File: config.mk
export PLATFORM = sky130hd
export DESIGN_NAME = mhpq_cell
export DESIGN_NICKNAME = d
export VERILOG_FILES = /design/src/rtl/mhpq_pkg.sv /design/src/rtl/mhpq_cell.sv
export SDC_FILE = /design/constraint.sdc
export NUM_CORES = 1
export LEC_CHECK = 0
export BUFFER_PORTS_ARGS = -buffer_cell sky130_fd_sc_hd__buf_4
export CORE_UTILIZATION = 35
export DETAILED_ROUTE_END_ITERATION = 16
export PLACE_DENSITY_LB_ADDON = 0.1
export SYNTH_ARGS = -nofsm -noshare
export SYNTH_HDL_FRONTEND = slang
export SYNTH_SLANG_ARGS = --single-unit
File: constraint.sdc
create_clock -name clk -period 5.1 [get_ports clk]
set_input_delay 0 -clock clk [delete_from_list [all_inputs] [get_ports clk]]
set_output_delay 0 -clock clk [all_outputs]
set_load 0.005 [all_outputs]
File: src/rtl/mhpq_pkg.sv
package mhpq_pkg;

    localparam int CAPACITY = 64;
    localparam int CNT_W    = $clog2(CAPACITY + 1);
    localparam int VAL_W    = 32;

    typedef enum logic [1:0] {
        REQ_INSERT = 2'd0,
        REQ_REMOVE = 2'd1,
        REQ_DRAIN  = 2'd2,
        REQ_NONE   = 2'd3
    } req_type_t;

    typedef enum logic [1:0] {
        ST_OK    = 2'd0,
        ST_FULL  = 2'd1,
        ST_EMPTY = 2'd2
    } status_t;

    typedef enum logic [1:0] {
        CELL_HOLD   = 2'd0,
        CELL_INSERT = 2'd1,
        CELL_SHIFT  = 2'd2
    } cell_op_t;

    typedef struct packed {
        logic [1:0]              req_type;
        logic signed [VAL_W-1:0] value;
    } req_word_t;

    typedef struct packed {
        logic signed [VAL_W-1:0] out_value;
        logic                    out_valid;
        logic [1:0]              status;
        logic [CNT_W-1:0]        count;
        logic                    last;
    } rsp_word_t;

    // broadcast from the controller to every cell
    typedef struct packed {
        cell_op_t                op;
        logic signed [VAL_W-1:0] value;
    } cell_ctl_t;

endpackage

File: src/rtl/mhpq_cell.sv
module mhpq_cell
    import mhpq_pkg::*;
(
    input  logic                    clk,
    input  cell_ctl_t               ctl,
    input  logic                    occupied,
    input  logic signed [VAL_W-1:0] up_data,
    input  logic                    up_greater,
    input  logic signed [VAL_W-1:0] down_data,
    output logic signed [VAL_W-1:0] data,
    output logic                    greater
);

    logic signed [VAL_W-1:0] data_reg;
    logic signed [VAL_W-1:0] data_next;

    // an empty cell ranks below any value
    assign greater = !occupied || (ctl.value > data_reg);
    assign data    = data_reg;

    always_comb
    begin
        data_next = data_reg;
        case (ctl.op)
            CELL_INSERT:
            begin
                if (up_greater)
                begin
                    data_next = up_data;
                end
                else if (greater)
                begin
                    data_next = ctl.value;
                end
            end
            CELL_SHIFT:
            begin
                data_next = down_data;
            end
            default:
            begin
                data_next = data_reg;
            end
        endcase
    end

    always_ff @(posedge clk)
    begin
        data_reg <= data_next;
    end

endmodule

# Word level (Yosys, flattened, before mapping)
# Index checks and enable logic that the tools add are counted.
# classes
reduce_logical	4
muxes	3
n_eq_ne	3
order_cmp	1
# ops
op	count
32-bit two-way mux	2
32-bit one-hot mux with 2 select lines	1
32-bit greater-than comparator	1
3-bit != test, second input constant	1
2-bit by 1-bit equality test with 1-bit output, second input constant	1
2-bit equality test, second input constant	1
2-bit AND reduction	1
2-bit nonzero test	1
1-bit logical NOT	1
1-bit logical OR	1
# word_totals
ff_bits	32
in_bits	101
out_inout_bits	33
elab_cells	12

# Logic depth before layout (Yosys ltp)
# logic_depth
ltp_word	5
mapped_depth	8
ltp_nobuf	8

# Worst setup path before layout
# Ideal clock, no wire load.
# synth_timing
path_kind	register to register
start	register data_reg[30], in the netlist data[30]
end	register data_reg[0], in the netlist data[0] (enable)
setup_slack_ns	1.227
required_time_ns	4.658
path_buffers	0
synth_period_minus_slack_ns	3.873
stages_incl_launch_ff	9
setup_time_ns	0.442
t_arrival_ns	3.431
cell_sequence	edfxtp_1 inv_1 ha_1 a21oi_1 nand2_1 a221oi_1 o21ai_1 and3b_1 o41ai_2
# synth_via
elab_chain_cells	4
# synth_lines
item	line_no	text
start, declared	mhpq_cell.sv:14	logic signed [VAL_W-1:0] data_reg;
start signal, assigned	mhpq_cell.sv:49	data_reg <= data_next;
32-bit greater-than comparator	mhpq_cell.sv:18	assign greater = !occupied || (ctl.value > data_reg);
1-bit logical OR	mhpq_cell.sv:18	
3-bit != test (no source line)	-	
2-bit AND reduction (no source line)	-	
# No other way between the ends.
# A chain may end at the register's enable or synchronous reset.

# Final worst setup path
# layout_timing
start	register data_reg[31], in the netlist data[31]
end	register data_reg[23], in the netlist data[23] (enable)
# Same word-level chain as after synthesis.

==> metrics.cfg <==
[global_route]
grt_overflow_total=0
track_usage_pct=17.68
grt_pass1_vias=2289
grt_max_degree=65
antenna_found_initial=0
grt_pass1_wl_um=10170

[drt]
met3_length_um=420
drt-met1-wl_um=2717
dr.pass1.iters=4
via_per_inst=4.704
ant_nets=0
route.met2.wl_um=3108
drt_first_iter_violations=109
highest-signal-layer=met4
routed_wl_um=6309
vias=2385
drc=0
wl_per_cell_um=12.44

[sta]
max_freq_mhz=314.4
finalHoldViolCount=0
final-setup-viol-count=0
maxSlewHeadroom_pct=53.28
rsz0062_at_grt=false
clock_skew_ns=0.004258
tightest_slew_ns=0.6984
maxSlewViolCount=0
min_period_ns=3.181
finalSetupTns_ns=0
finalCritPeriodShare_pct=62.38

[min_path]
hold-path-cell-count=3
hp-class=in2reg

[synthesis]
ys_seq_elements=32
ys_seq_area_share_pct=38.85
synth.area.top_cells=edfxtp_1 (39%), ha_1 (16%), mux2i_1 (13%)
async_reset_ff_share_pct=0
synth_edf_count=32
netlist_top_cells_count=nand2_1 (42), o21ai_0 (36), inv_1 (33)
synth_area_um2=2474
synth_area_leader_cell=edfxtp_1
syn_nets=396
netlist_instances=263
synth_cell_types=27
yosysTopAreaCellShare_pct=38.85
synth_area_per_cell_um2=9.405
yosysMostFrequentCell=nand2_1
synthFlopType=edfxtp_1
ys.warnings.count=0

[layout]
nets=543
fillers=665
layout-drive-gt1-share_pct=35.04
final_cells=507
area_delta_synth_final_pct=54.48
antenna_cells=0
largest_register_ff_count=32

[place]
dp_hpwl_um=4929
gp_congestion=0.7458
dpl.cell_count=483
portBuffers=133

[floorplan]
die_h_um=86.07
coreArea_um2=6794
dieArea_um2=7408
io_pins=134
die_width_um=86.07
initial_core_util_pct=36.41
rows=30

[pwr]
switching_share_pct=28.20
comb_power_share_pct=34.0
power_leakage_nw=1.878
p_per_area_nw_per_um2=209.6
clockPowerShare_pct=23.2
peakVddDrop_mv=0.1280
p_sw_uw=225.8
p_int_uw=574.9
pwr-share-seq_pct=42.8

[clocking]
cts.htree.levels=2
insertion_delay_ns=0.28
clkTransAtPathRegs_ns=0.07
cts_num_sinks=32
cts_resized=0
cts-buffers-inserted=5
clk_path_buf_depth=2
root_buffer=clkbuf_8
postCtsSetupBuffers=0
cts_hold_buf=16
cts_tree=yes

[setup_path]
cp_max_fo=23
critPathArrivalTime_ns=3.13
cp.required_ns=5.05
reg2reg_depth=7
crit_path_end_kind=flop
path_class=reg2reg
startpoint_type=flop

[run_status]
status=finished clean

[job]
maxCapViolCount=0

-- path summary, 6_finish.rpt --
kind | start | end | slack, ns
hold / removal | down_data[9] | data[9]$_DFFE_PP_ | 0.006
setup reg to reg | data[31]$_DFFE_PP_ | data[23]$_DFFE_PP_ | 1.92
hold reg to reg | data[0]$_DFFE_PP_ | data[9]$_DFFE_PP_ | 1.33
setup / recovery | data[31]$_DFFE_PP_ | data[23]$_DFFE_PP_ | 1.92
-- final cells by class --
| class | instances | area [um^2] | area share [%] |
|---|---|---|---|
| inverter | 33 | 123.9 | 3.242 |
| clock buffer | 7 | 76.32 | 1.997 |
| tap | 96 | 120.1 | 3.143 |
| clock inverter | 1 | 3.754 | 0.09823 |
| sequential | 32 | 960.9 | 25.15 |
| timing repair buffer | 151 | 1174 | 30.71 |
| multi-input combinational | 187 | 1363 | 35.66 |
-- worst max-delay path, stage by stage (launching register included) --
cell and delay, ns:
edfxtp_1 0.36, inv_1 0.05, ha_1 0.34, nand4_1 0.17, nor4_1 0.61, a211oi_2 0.20
o41ai_4 0.68, buf_4 0.43
-- routing by layer --
metal  global-route usage [%]  up-vias
li1                         -     1229
met1                    21.26     1075
met2                    31.02       76
met3                    4.812        5
met4                    4.697        0
met5                        0        -
-- layout by cell type (no fill, tap or decap), types with 2 or more instances in the layout --
master,count
buf_4,135
nor2b_1,2
nand4_1,6
mux2i_1,32
o21ai_0,36
inv_1,33
dlygate4sd3_1,16
nor3_1,3
clkbuf_8,5
nand2_1,42
nand3_1,4
edfxtp_1,32
ha_1,32
a21oi_1,15
clkbuf_1,2
-- through the flow --
stage / utilization, % / power [mW] / worst slack [ns] / instance area, um^2 / hold WS, ns
finish: 56.24 / 0.8007 / 1.919 / 3821 / 0.005966
global route: 56.24 / 0.8620 / 1.668 / 3821 / 0.002889
CTS: 56.24 / 0.8147 / 1.859 / 3821 / 0.0008474
detailed placement: 52.71 / 0.6159 / 1.881 / 3581 / 0.2779
global placement: 52.71 / 0.6102 / 1.951 / 3581 / 0.2781
floorplan: - / 0.4722 / 1.227 / 2474 / 0.1871
-- power by group through the flow --
stage          combinational, mW  clock [mW]  sequential, mW
2_1_floorplan              0.121           0           0.352
3_3_place_gp               0.263           0           0.347
3_5_place_dp               0.267           0           0.348
4_1_cts                    0.278       0.193           0.343
5_1_grt                    0.309       0.207           0.346
6_report                   0.272       0.186           0.342
-- kinds of logic after synthesis --
group,share of synthesized area [%]
fa+ha+maj,16.19
mux,12.95
flops,38.85
buf+inv,6.828
simple gates,11.89
compound gates,13.30
Note: power is estimated with default switching activity, not from simulation.
